===== config.mk =====
export PLATFORM = sky130hd
export DESIGN_NAME = two_class_priority_queue
export DESIGN_NICKNAME = d
export VERILOG_FILES = /design/src/rtl/tpq_pkg.sv /design/src/rtl/tpq_ram.sv /design/src/rtl/tpq_datapath.sv /design/src/rtl/tpq_ctrl.sv /design/src/rtl/two_class_priority_queue.sv
export SDC_FILE = /design/constraint.sdc
export NUM_CORES = 1
export LEC_CHECK = 0
export BUFFER_PORTS_ARGS = -buffer_cell sky130_fd_sc_hd__buf_4
export CORE_UTILIZATION = 50
export DETAILED_ROUTE_END_ITERATION = 8
export GPL_TIMING_DRIVEN = 0
export HOLD_SLACK_MARGIN = 0.06
export PLACE_DENSITY = 0.66
export SLEW_MARGIN = 20
export SYNTH_ARGS = -nofsm -noshare
export SYNTH_HDL_FRONTEND = slang
export SYNTH_SLANG_ARGS = --single-unit

===== constraint.sdc =====
create_clock -name i_clk -period 4.7 [get_ports i_clk]
set_input_delay 0.235 -clock i_clk [delete_from_list [all_inputs] [get_ports i_clk]]
set_output_delay 0.235 -clock i_clk [all_outputs]
set_load 0.005 [all_outputs]

===== src/rtl/tpq_pkg.sv =====
package tpq_pkg;

    // Operation codes carried by the op field of an input item.
    typedef enum logic [1:0] {
        OP_INSERT   = 2'd0,
        OP_SERVE    = 2'd1,
        OP_WITHDRAW = 2'd2,
        OP_QUERY    = 2'd3
    } t_op;

    // Commands from the controller to the datapath.
    typedef struct packed {
        logic load;      // latch a new item and arm the scan
        logic scan;      // step the search over the queued entries
        logic decide;    // latch the result fields
        logic ok;        // success flag latched with decide
        logic dn_start;  // arm the close-up shift after a removal
        logic dn;        // step the close-up shift
        logic up_start;  // arm the open-up shift before an insertion
        logic up;        // step the open-up shift
        logic place;     // write the new entry and count it
        logic dec;       // count one entry fewer
        logic respond;   // move the result into the output register
    } t_cmd;

    // Status from the datapath to the controller.
    typedef struct packed {
        t_op  op;
        logic found;
        logic empty;
        logic full;
        logic scan_done;
        logic dn_done;
        logic up_done;
        logic out_free;
    } t_stat;

endpackage


===== src/rtl/tpq_ram.sv =====
module tpq_ram #(
    parameter int WIDTH = 17,
    parameter int DEPTH = 16
) (
    input  logic                     i_clk,
    input  logic                     i_wr_en,
    input  logic [$clog2(DEPTH)-1:0] i_wr_addr,
    input  logic [WIDTH-1:0]         i_wr_data,
    input  logic                     i_rd_en,
    input  logic [$clog2(DEPTH)-1:0] i_rd_addr,
    output logic [WIDTH-1:0]         o_rd_data
);

    logic [WIDTH-1:0] r_mem [DEPTH];
    logic [WIDTH-1:0] r_rd_data;

    // One write port and one read port with a registered read.
    always_ff @(posedge i_clk) begin
        if (i_wr_en) begin
            r_mem[i_wr_addr] <= i_wr_data;
        end
        if (i_rd_en) begin
            r_rd_data <= r_mem[i_rd_addr];
        end
    end

    assign o_rd_data = r_rd_data;

endmodule


===== src/rtl/tpq_datapath.sv =====
module tpq_datapath #(
    parameter int DEPTH   = 16,
    parameter int ID_BITS = 16
) (
    input  logic           i_clk,
    input  logic           i_rst_n,
    input  logic [1:0]     i_op,
    input  logic [15:0]    i_person_id,
    input  logic           i_preferred,
    input  logic           i_out_stall,
    input  tpq_pkg::t_cmd  i_cmd,
    output tpq_pkg::t_stat o_stat,
    output logic           o_out_valid,
    output logic           o_ok,
    output logic [15:0]    o_served_id,
    output logic           o_is_preferred,
    output logic [4:0]     o_occupancy
);

    import tpq_pkg::*;

    localparam int IDX_W  = $clog2(DEPTH);
    localparam int CNT_W  = $clog2(DEPTH + 1);
    localparam int WORD_W = ID_BITS + 1;

    // Latched item.
    t_op                r_op;
    logic [ID_BITS-1:0] r_id;
    logic               r_cls;

    // Queue occupancy.
    logic [CNT_W-1:0]   r_count;

    // Search state.
    logic [CNT_W-1:0]   r_rd_ptr;
    logic [CNT_W-1:0]   r_rd_pos;
    logic               r_scan_rd;
    logic               r_found;
    logic [CNT_W-1:0]   r_found_pos;
    logic               r_found_cls;
    logic               r_ord_seen;
    logic [CNT_W-1:0]   r_ord_pos;
    logic [ID_BITS-1:0] r_head;

    // Shift state.
    logic [CNT_W-1:0]   r_sh_ptr;
    logic [IDX_W-1:0]   r_sh_wa;
    logic               r_sh_rd;
    logic [CNT_W-1:0]   r_tgt;

    // Result and output registers.
    logic               r_res_ok;
    logic [ID_BITS-1:0] r_res_served;
    logic               r_res_pref;
    logic               r_out_valid;
    logic               r_o_ok;
    logic [15:0]        r_o_served;
    logic               r_o_pref;
    logic [4:0]         r_o_occ;

    // Memory port signals.
    logic               scan_issue;
    logic               dn_issue;
    logic               up_issue;
    logic               rd_en;
    logic [IDX_W-1:0]   rd_addr;
    logic [WORD_W-1:0]  rd_data;
    logic               wr_en;
    logic [IDX_W-1:0]   wr_addr;
    logic [WORD_W-1:0]  wr_data;
    logic [CNT_W-1:0]   up_ptr_m1;
    logic [CNT_W-1:0]   ins_pos;
    logic [CNT_W-1:0]   dn_base;
    logic [ID_BITS-1:0] rd_id;
    logic               rd_cls;
    logic               out_free;

    assign rd_id  = rd_data[ID_BITS-1:0];
    assign rd_cls = rd_data[ID_BITS];

    // Read requests: the search walks upwards, the close-up shift walks
    // upwards and the open-up shift walks downwards.
    assign up_ptr_m1  = r_sh_ptr - CNT_W'(1);
    assign scan_issue = i_cmd.scan && (r_rd_ptr != r_count);
    assign dn_issue   = i_cmd.dn && (r_sh_ptr != r_count);
    assign up_issue   = i_cmd.up && (r_sh_ptr != r_tgt);
    assign rd_en      = scan_issue || dn_issue || up_issue;

    always_comb begin
        if (scan_issue) begin
            rd_addr = r_rd_ptr[IDX_W-1:0];
        end else if (dn_issue) begin
            rd_addr = r_sh_ptr[IDX_W-1:0];
        end else begin
            rd_addr = up_ptr_m1[IDX_W-1:0];
        end
    end

    // Writes: the new entry, or an entry read in the previous cycle moved by one.
    always_comb begin
        if (i_cmd.place) begin
            wr_en   = 1'b1;
            wr_addr = r_tgt[IDX_W-1:0];
            wr_data = {r_cls, r_id};
        end else begin
            wr_en   = r_sh_rd;
            wr_addr = r_sh_wa;
            wr_data = rd_data;
        end
    end

    // A preferred id goes in front of the first ordinary one.
    assign ins_pos  = (r_cls && r_ord_seen) ? r_ord_pos : r_count;
    assign dn_base  = (r_op == OP_SERVE) ? {CNT_W{1'b0}} : r_found_pos;
    assign out_free = !r_out_valid || !i_out_stall;

    tpq_ram #(
        .WIDTH (WORD_W),
        .DEPTH (DEPTH)
    ) u_ram (
        .i_clk     (i_clk),
        .i_wr_en   (wr_en),
        .i_wr_addr (wr_addr),
        .i_wr_data (wr_data),
        .i_rd_en   (rd_en),
        .i_rd_addr (rd_addr),
        .o_rd_data (rd_data)
    );

    // Control registers.
    always_ff @(posedge i_clk) begin
        if (!i_rst_n) begin
            r_count     <= '0;
            r_scan_rd   <= 1'b0;
            r_sh_rd     <= 1'b0;
            r_out_valid <= 1'b0;
        end else begin
            r_scan_rd <= scan_issue;
            r_sh_rd   <= dn_issue || up_issue;
            if (i_cmd.place) begin
                r_count <= r_count + CNT_W'(1);
            end else if (i_cmd.dec) begin
                r_count <= r_count - CNT_W'(1);
            end
            if (i_cmd.respond) begin
                r_out_valid <= 1'b1;
            end else if (!i_out_stall) begin
                r_out_valid <= 1'b0;
            end
        end
    end

    // Payload registers.
    always_ff @(posedge i_clk) begin
        if (i_cmd.load) begin
            r_op       <= t_op'(i_op);
            r_id       <= ID_BITS'(i_person_id);
            r_cls      <= i_preferred;
            r_rd_ptr   <= '0;
            r_found    <= 1'b0;
            r_ord_seen <= 1'b0;
        end
        if (scan_issue) begin
            r_rd_ptr <= r_rd_ptr + CNT_W'(1);
            r_rd_pos <= r_rd_ptr;
        end

        // Examine each entry as it returns from the memory.
        if (r_scan_rd) begin
            if (!r_found && (rd_id == r_id)) begin
                r_found     <= 1'b1;
                r_found_pos <= r_rd_pos;
                r_found_cls <= rd_cls;
            end
            if (!r_ord_seen && !rd_cls) begin
                r_ord_seen <= 1'b1;
                r_ord_pos  <= r_rd_pos;
            end
            if (r_rd_pos == '0) begin
                r_head <= rd_id;
            end
        end

        // Shift pointers.
        if (i_cmd.dn_start) begin
            r_sh_ptr <= dn_base + CNT_W'(1);
        end else if (i_cmd.up_start) begin
            r_sh_ptr <= r_count;
            r_tgt    <= ins_pos;
        end else if (dn_issue) begin
            r_sh_ptr <= r_sh_ptr + CNT_W'(1);
            r_sh_wa  <= up_ptr_m1[IDX_W-1:0];
        end else if (up_issue) begin
            r_sh_ptr <= up_ptr_m1;
            r_sh_wa  <= r_sh_ptr[IDX_W-1:0];
        end

        // Result fields.
        if (i_cmd.decide) begin
            r_res_ok     <= i_cmd.ok;
            r_res_served <= (r_op == OP_SERVE && i_cmd.ok) ? r_head : '0;
            r_res_pref   <= (r_op == OP_QUERY && i_cmd.ok) ? r_found_cls : 1'b0;
        end
        if (i_cmd.respond) begin
            r_o_ok     <= r_res_ok;
            r_o_served <= 16'(r_res_served);
            r_o_pref   <= r_res_pref;
            r_o_occ    <= 5'(r_count);
        end
    end

    // Status towards the controller.
    assign o_stat.op        = r_op;
    assign o_stat.found     = r_found;
    assign o_stat.empty     = (r_count == '0);
    assign o_stat.full      = (r_count == CNT_W'(DEPTH));
    assign o_stat.scan_done = (r_rd_ptr == r_count) && !r_scan_rd;
    assign o_stat.dn_done   = (r_sh_ptr == r_count) && !r_sh_rd;
    assign o_stat.up_done   = (r_sh_ptr == r_tgt) && !r_sh_rd;
    assign o_stat.out_free  = out_free;

    assign o_out_valid    = r_out_valid;
    assign o_ok           = r_o_ok;
    assign o_served_id    = r_o_served;
    assign o_is_preferred = r_o_pref;
    assign o_occupancy    = r_o_occ;

endmodule


===== src/rtl/tpq_ctrl.sv =====
module tpq_ctrl (
    input  logic           i_clk,
    input  logic           i_rst_n,
    input  logic           i_in_valid,
    input  tpq_pkg::t_stat i_stat,
    output tpq_pkg::t_cmd  o_cmd,
    output logic           o_in_stall
);

    import tpq_pkg::*;

    typedef enum logic [2:0] {
        S_IDLE,
        S_SCAN,
        S_SHIFT_DN,
        S_SHIFT_UP,
        S_RESP
    } t_state;

    t_state r_state;
    t_state n_state;

    // Next state and commands.
    always_comb begin
        n_state = r_state;
        o_cmd   = '0;
        case (r_state)
            S_IDLE: begin
                if (i_in_valid) begin
                    o_cmd.load = 1'b1;
                    n_state    = S_SCAN;
                end
            end
            S_SCAN: begin
                o_cmd.scan = 1'b1;
                if (i_stat.scan_done) begin
                    o_cmd.decide = 1'b1;
                    n_state      = S_RESP;
                    case (i_stat.op)
                        OP_INSERT: begin
                            o_cmd.ok = !i_stat.found && !i_stat.full;
                            if (o_cmd.ok) begin
                                o_cmd.up_start = 1'b1;
                                n_state        = S_SHIFT_UP;
                            end
                        end
                        OP_SERVE: begin
                            o_cmd.ok = !i_stat.empty;
                            if (o_cmd.ok) begin
                                o_cmd.dn_start = 1'b1;
                                n_state        = S_SHIFT_DN;
                            end
                        end
                        OP_WITHDRAW: begin
                            o_cmd.ok = i_stat.found;
                            if (o_cmd.ok) begin
                                o_cmd.dn_start = 1'b1;
                                n_state        = S_SHIFT_DN;
                            end
                        end
                        default: begin
                            o_cmd.ok = i_stat.found;
                        end
                    endcase
                end
            end
            S_SHIFT_DN: begin
                o_cmd.dn = 1'b1;
                if (i_stat.dn_done) begin
                    o_cmd.dec = 1'b1;
                    n_state   = S_RESP;
                end
            end
            S_SHIFT_UP: begin
                o_cmd.up = 1'b1;
                if (i_stat.up_done) begin
                    o_cmd.place = 1'b1;
                    n_state     = S_RESP;
                end
            end
            S_RESP: begin
                if (i_stat.out_free) begin
                    o_cmd.respond = 1'b1;
                    n_state       = S_IDLE;
                end
            end
            default: begin
                n_state = S_IDLE;
            end
        endcase
    end

    // State register.
    always_ff @(posedge i_clk) begin
        if (!i_rst_n) begin
            r_state <= S_IDLE;
        end else begin
            r_state <= n_state;
        end
    end

    assign o_in_stall = (r_state != S_IDLE);

endmodule


===== src/rtl/two_class_priority_queue.sv =====
// From acceptance to result: a search over the N ids queued, through the memory's single
// read port, then, for a successful insert, serve or withdraw, a shift of the entries
// behind the changed position, one entry a cycle.
// Items: one at a time; no new item is taken until the last result is in the output register.
// Reset: synchronous, active low; the queue comes out of reset empty.
module two_class_priority_queue #(
    parameter int DEPTH   = 16,
    parameter int ID_BITS = 16
) (
    input  logic        i_clk,
    input  logic        i_rst_n,
    input  logic        i_in_valid,
    output logic        o_in_stall,
    input  logic [1:0]  i_op,
    input  logic [15:0] i_person_id,
    input  logic        i_preferred,
    output logic        o_out_valid,
    input  logic        i_out_stall,
    output logic        o_ok,
    output logic [15:0] o_served_id,
    output logic        o_is_preferred,
    output logic [4:0]  o_occupancy
);

    import tpq_pkg::*;

    t_cmd  cmd;
    t_stat stat;

    tpq_ctrl u_ctrl (
        .i_clk      (i_clk),
        .i_rst_n    (i_rst_n),
        .i_in_valid (i_in_valid),
        .i_stat     (stat),
        .o_cmd      (cmd),
        .o_in_stall (o_in_stall)
    );

    tpq_datapath #(
        .DEPTH   (DEPTH),
        .ID_BITS (ID_BITS)
    ) u_dp (
        .i_clk          (i_clk),
        .i_rst_n        (i_rst_n),
        .i_op           (i_op),
        .i_person_id    (i_person_id),
        .i_preferred    (i_preferred),
        .i_out_stall    (i_out_stall),
        .i_cmd          (cmd),
        .o_stat         (stat),
        .o_out_valid    (o_out_valid),
        .o_ok           (o_ok),
        .o_served_id    (o_served_id),
        .o_is_preferred (o_is_preferred),
        .o_occupancy    (o_occupancy)
    );

    // The queue is never reported full and empty at once.
    a_full_empty: assert property (@(posedge i_clk) disable iff (!i_rst_n)
        !(stat.full && stat.empty))
        else $error("queue reported full and empty together");

    // An accepted item keeps the block busy in the following cycle.
    a_busy_after_accept: assert property (@(posedge i_clk) disable iff (!i_rst_n)
        (i_in_valid && !o_in_stall) |=> o_in_stall)
        else $error("block not busy after accepting an item");

    // A failed operation reports neither a served id nor a class.
    a_fail_fields: assert property (@(posedge i_clk) disable iff (!i_rst_n)
        (o_out_valid && !o_ok) |-> (o_served_id == 16'd0 && !o_is_preferred))
        else $error("failed operation carries result fields");

    // A served id and a queried class never appear in the same result.
    a_fields_exclusive: assert property (@(posedge i_clk) disable iff (!i_rst_n)
        o_out_valid |-> !(o_is_preferred && o_served_id != 16'd0))
        else $error("served id and class reported together");

    // A new result is only raised while an item is in progress.
    a_result_source: assert property (@(posedge i_clk) disable iff (!i_rst_n)
        $rose(o_out_valid) |-> $past(o_in_stall))
        else $error("result raised with no item in progress");

endmodule

Word level (Yosys, flattened, before mapping)
Memory sizes are Yosys's and may differ from the RTL's. A register that Yosys moved wholly into a read port is not among the register bits.
Cells that the tools add are included.
W data, S select, Z words.
{ "word_totals": {"ff_bits": 124, "mem_bits_rw": 272, "inputBits": 23, "elab_cells": 152, "mem_count": 1} }
{ "classes": {"add_sub_neg": 6, "n_eq_ne": 21, "mux": 56, "bitwise": 2, "reduce_logical": 40} }
{ "mem_list": {"columns": ["memory", "words", "word_bits", "read_ports", "rd_clocked_by_memory_dff", "write_ports", "line", "text"], "rows": [
  ["u_dp.u_ram.r_mem", 16, 17, 1, 1, 1, "tpq_ram.sv:14", "logic [WIDTH-1:0] r_mem [DEPTH];"]
]} }
{ "ops": {"columns": ["operator", "n"], "rows": [
  ["$mux W5", 10],
  ["$mux W3", 9],
  ["$mux W1", 25],
  ["$mux W4", 6],
  ["$add A5 B1 Y5 const B", 4],
  ["$mux W17", 1],
  ["$eq A16 B16 Y1", 1],
  ["$eq A5 B5 Y1", 3],
  ["$ne A5 B5 Y1", 3],
  ["$pmux W3 S5", 1],
  ["$logic_and A1 B1 Y1", 12],
  ["$logic_not A5 Y1", 2],
  ["$sub A5 B1 Y5 const B", 2],
  ["$logic_not A1 Y1", 9],
  ["$pmux W3 S3", 1],
  ["$ne A2 B2 Y1 const B", 4],
  ["$reduce_and A2 Y1", 4],
  ["$eq A3 B2 Y1 const B", 2],
  ["$reduce_bool A2 Y1", 3],
  ["$eq A5 B5 Y1 const B", 1],
  ["$reduce_and A5 Y1", 1],
  ["$eq A2 B2 Y1 const B", 2],
  ["$logic_or A1 B1 Y1", 4],
  ["$ne A2 B1 Y1 const B", 2],
  ["other kinds (11)", 13]
]} }

Depth between registers and ports, before layout
{ "depth": {"word_depth": 9, "depth_mapped": 14, "depth_no_buf": 11} }

Modules after synthesis
From an unflattened synthesis, not the netlist that was laid out.
{ "unflattened": {"hier_cells": 888, "area_unflattened_um2": 16550.9} }
{ "modules_own_cells": {"columns": ["module", "instances", "cells_per_inst", "area_each_um2", "seq_area_each_um2"], "rows": [
  ["tpq_ram", 1, 458, 10807.9, 8678.3],
  ["tpq_datapath", 1, 377, 5347.6, 3533.4],
  ["tpq_ctrl", 1, 53, 395.4, 60.1]
]} }

Least setup slack after synthesis
OpenSTA, ideal clock, no wires.
{ "synth_timing": {"kind": "flip-flop to flip-flop", "start": "reg u_dp.r_sh_ptr[2]", "end": "reg u_dp.u_ram.r_rd_data[10] (netlist: u_dp.u_ram.o_rd_data[10]), read port of u_dp.u_ram.r_mem (data pin)", "setup_ns": 0.272, "arrival_ns": 3.061, "required_time_ns": 4.428, "slack_ns": 1.367, "path_stages_with_launch": 15, "synth_period_minus_slack_ns": 3.333, "cell_sequence": "edfxtp_1 buf_4 nor2b_1 nor4_4 nand3_2 nand2b_2 ha_1 a2bb2oi_1 buf_2 nand2_1 buf_2 buf_2 a211oi_1 nor4_1 or4_1"} }
{ "synth_between": {"elab_chain_len": 4, "elab_cells_between_ends": 9, "cone_classes": "add/sub (1); eq/ne (2); mux (2); reduce/logical (4)"} }
{ "synth_rtl": {"columns": ["element", "line", "text"], "rows": [
  ["start, declared", "tpq_datapath.sv:46", "logic [CNT_W-1:0] r_sh_ptr;"],
  ["start signal, assigned", "tpq_datapath.sv:186", "r_sh_ptr <= dn_base + CNT_W'(1);"],
  ["start signal, assigned", "tpq_datapath.sv:188", "r_sh_ptr <= r_count;"],
  ["start signal, assigned", "tpq_datapath.sv:191", "r_sh_ptr <= r_sh_ptr + CNT_W'(1);"],
  ["parallel branches: the longest is 4 deep, another holds $sub A5 B1 Y5", null, null],
  ["end, declared", "tpq_ram.sv:15", "logic [WIDTH-1:0] r_rd_data;"]
]} }
Parallel ways; which one is timed is not known.
A chain may end at the register's enable or synchronous reset.

Worst setup path after layout
{ "layout_timing": {"start": "reg u_dp.r_count[1]", "end": "reg u_dp.u_ram.r_rd_data[3] (netlist: u_dp.u_ram.o_rd_data[3]), read port of u_dp.u_ram.r_mem (data pin)"} }
{ "layout_between": {"elab_chain_len": 4, "elab_cells_between_ends": 8, "cone_classes": "eq/ne (2); mux (2); reduce/logical (4)"} }
{ "layout_rtl": {"columns": ["element", "line", "text"], "rows": [
  ["start, declared", "tpq_datapath.sv:32", "logic [CNT_W-1:0] r_count;"],
  ["start signal, assigned", "tpq_datapath.sv:141", "r_count <= r_count + CNT_W'(1);"],
  ["start signal, assigned", "tpq_datapath.sv:143", "r_count <= r_count - CNT_W'(1);"],
  ["$ne A5 B5 Y1, on equally long branches", "tpq_datapath.sv:85, tpq_datapath.sv:84", null],
  ["$logic_and A1 B1 Y1, on equally long branches", "tpq_datapath.sv:85, tpq_datapath.sv:84", null],
  ["$mux W4 or $logic_or A1 B1 Y1 (tied branches)", "tpq_datapath.sv:92, tpq_datapath.sv:87", null],
  ["$mux W4 or $logic_or A1 B1 Y1 (tied branches)", "tpq_datapath.sv:90, tpq_datapath.sv:87", null]
]} }
Several ways; a longest one is shown, not always the timed one.

==> flow_summary_export.csv <==
group,metric,value,unit
finish,final_util,0.5934,
global_routing,overflow,0,
worst_setup_path,worstSetupPathType,"reg2reg",
timing,maxSlewHeadroom,0.3388,
die,die_w,187.9,um
global_routing,grt_pass1_vias,10820,
clock_network,clock-sinks,413,
yosys,synth_area_leaders,"edfxtp_1 (70%), a211oi_1 (6.0%), and3_1 (5.0%)",
yosys,synth_area,17280,um2
worst_hold_path,hold_class,"in2reg",
die,dieArea,35300,um2
timing,worst_pin_slew,0.9827,ns
worst_setup_path,crit_buf_inv,4,
timing,fin_crit_sh,0.9583,
timing,slew_viol_final,0,
yosys,synthArstFlopShare,0,
die,initial_core_util,0.5114,
yosys,synth_common_cells,"edfxtp_1 (400), and3_1 (139), a211oi_1 (138)",
finish,seq_area,12270,um2
power,power_density,506.8,nW/um2
drt,dr.pass1.iters,6,
global_routing,grt_start_max_net_pins,24,
die,core-area,33780,um2
worst_setup_path,worstPathRequired,5.09,ns
drt,vias,11160,
clock_network,path_clk_slew,0.06,ns
worst_setup_path,cp-start-kind,"register",
yosys,synth.avg_cell_area,14.59,um2
worst_setup_path,slowest_stage,"nor4_1",
clock_network,post-cts-setup-buffers,0,
yosys,syn_nets,1220,
worst_setup_path,cpPeakStageDelay,0.82,ns
drt,drt-wirelength-per-cell,24.41,um
clock_network,cts_tree,"built",
finish,n_fill_cell,2593,
timing,tns,0,ns
finish,drive_gt1_frac,0.1596,
placement,gp_congestion,0.8773,
power,peakVddDrop,0.3217,mV
die,fp.dieH,187.9,um
yosys,synth_edf_count,400,
global_routing,grt_pass1_wl,65900,um
clock_network,clk_latency,0.55,ns
worst_setup_path,critPathMaxFanout,10,
timing,finalSetupViolations,0,
timing,rsz0062_at_grt,"false",
drt,drcViolationCount,0,
clock_network,clock-root-buffer,"clkbuf_16",
worst_setup_path,crit_path_cell_trace,"buf_2 -> nor2b_1 -> nor4_4 -> nand3_2 -> nand2b_2 -> ha_1 -> a31oi_1 -> clkbuf_4 -> nand2_2 -> buf_2 -> buf_1 -> a211oi_1 -> nor4_1 -> or4_1",
clock_network,numCtsBuffers,44,
worst_setup_path,worstSetupEndpointType,"register",
run,drv_cap,0,
yosys,ys_seq_area_frac,0.7103,
yosys,yosysWarnings,0,
finish,fin_nets,1351,
yosys,yosysUniqueCellTypes,62,
timing,fmaxAchievable,222.0,MHz
yosys,synthCells,1184,
yosys,synth-seq-cells,413,
power,p_leak,6.898,nW
drt,totalWireLength,43850,um
global_routing,grtUsageTotal,0.2515,
placement,dp_hpwl,30210,um
global_routing,antenna_found_initial,2,
timing,final.min_clock_period,4.504,ns
timing,clock_skew,0.02361,ns
finish,multi_input_area,4622,um2
worst_setup_path,cp_top_family,"simple AND/OR/NAND/NOR gates",
worst_setup_path,critPathArrivalTime,4.90,ns
finish,area_delta_synth_final,16.03,%
placement,port_buffers,47,
clock_network,h-tree-depth,2,
timing,hold_viol,0,
clock_network,clk_path_buf_depth,3,
drt,initialDrtViolationCount,1283,
yosys,yosysMostFrequentCell,"edfxtp_1",
die,rows,67,
yosys,synth_top_area_cell,"edfxtp_1",
yosys,ys.flop_type,"edfxtp_1",
drt,postRouteAntennaNets,0,
worst_setup_path,cp_common_cell,"buf_2",
drt,drt-vias-per-instance,6.214,
outcome,outcome,"completed",
yosys,netlist.area_leader.share,0.6952,
die,ios,48,
power breakdown:
part           switching [mW]  internal, mW
combinational            1.61         0.671
clock                    1.38          1.92
sequential              0.118          4.46
placed cells by master (no fill, tap or decap), drive strengths merged, types with 2 or more instances in the layout:
master         n
nor3b          6
or3b           2
a21oi         20
a211oi       138
clkbuf       112
dlygate4sd3   21
a32oi          2
edfxtp       400
nand3         10
clkinv        18
nor2b         13
inv           23
and3         139
and2          19
xnor2         16
clkinvlp       2
xor2          29
buf           94
o22ai          5
nand2         23
or3            4
mux2          22
a21o           2
nor4          76
a31oi         11
or4b           2
nor3           9
dfxtp         13
ha            13
nand2b         3
o21ai          7
bufinv         3
nor2          50
o211ai         3
or4           19
layer usage:
layer | GRT usage | vias to the layer above | share of wire
li1 | - | 4969 | -
met1 | 0.3499 | 5546 | 0.42
met2 | 0.4036 | 549 | 0.47
met3 | 0.04454 | 95 | 0.083
met4 | 0.08005 | 2 | 0.028
met5 | 0 | - | 0.00030
cell type report:
class,count,area share
sequential,413,0.6121
tap,448,0.02796
clock inverter,25,0.01030
inverter,21,0.003932
multi-input combinational,661,0.2305
buffer,89,0.01985
timing repair buffer,85,0.03751
clock buffer,53,0.05767
antenna,1,0.0001248
per-stage QoR:
step                      hold WS [ns]  instances  worst slack [ns]  cell area [um2]  power [mW]
final                           0.1644       1796            0.1959            20050       10.16
after global routing            0.1658       1795          0.007509            20050       10.51
after CTS                       0.1487       1795           0.09881            20020       10.14
after detailed placement        0.4045       1696            0.1445            18440       6.850
after global placement          0.4013       1679            0.1968            18190       6.795
after floorplan                 0.3339       1184             1.367            17280       5.968
what timing repair did:
action	CTS	global route
hold buffers	21	0
endpoints found under the setup margin	0	17
gates resized for setup	0	6
endpoints found under the hold margin	21	0
state kept, by name, summed over array words and instances (netlist names), 2 cells and up:
name	cells
u_ctrl.r_state	3
u_dp.o_occupancy	5
u_dp.o_served_id	16
u_dp.r_count	5
u_dp.r_found_pos	5
u_dp.r_head	16
u_dp.r_id	16
u_dp.r_op	2
u_dp.r_ord_pos	5
u_dp.r_rd_pos	5
u_dp.r_rd_ptr	5
u_dp.r_res_served	16
u_dp.r_sh_ptr	5
u_dp.r_sh_wa	4
u_dp.r_tgt	5
u_dp.u_ram.o_rd_data	17
u_dp.u_ram.r_mem	272
worst paths after layout:
kind,start,to,slack (ns),cells after the start
worst max-delay path,u_dp.r_count[1],u_dp.u_ram.o_rd_data[3],0.20,14
worst min-delay path,i_in_valid,u_dp.r_ord_seen,0.16,3
worst max register to register,u_dp.r_count[1],u_dp.u_ram.o_rd_data[3],0.20,14
worst min register to register,u_dp.r_res_served[10],u_dp.o_served_id[10],0.41,0
worst register-to-register path, stage by stage, from the launching register on:
cell	delay (ns)
dfxtp_1	0.38
buf_2	0.28
nor2b_1	0.33
nor4_4	0.10
nand3_2	0.13
nand2b_2	0.11
ha_1	0.34
a31oi_1	0.13
clkbuf_4	0.26
nand2_2	0.29
buf_2	0.35
buf_1	0.44
a211oi_1	0.17
nor4_1	0.82
or4_1	0.23
kinds of logic (layout without fill, tap and decap cells):
| family | after synthesis | in the layout | share of synthesized area |
|---|---|---|---|
| flip-flops | 413 | 413 | 0.7103 |
| XOR/XNOR | 45 | 45 | 0.02281 |
| adder cells (fa/ha/maj) | 13 | 13 | 0.009414 |
| other | 0 | 1 | 0 |
| multiplexers | 23 | 23 | 0.01492 |
| AND/OR/NAND/NOR | 378 | 378 | 0.1305 |
| AO/OA/AOI/OAI | 202 | 202 | 0.08480 |
| buffers and inverters | 110 | 273 | 0.02730 |
No activity file was read; power rests on OpenSTA's default activity.
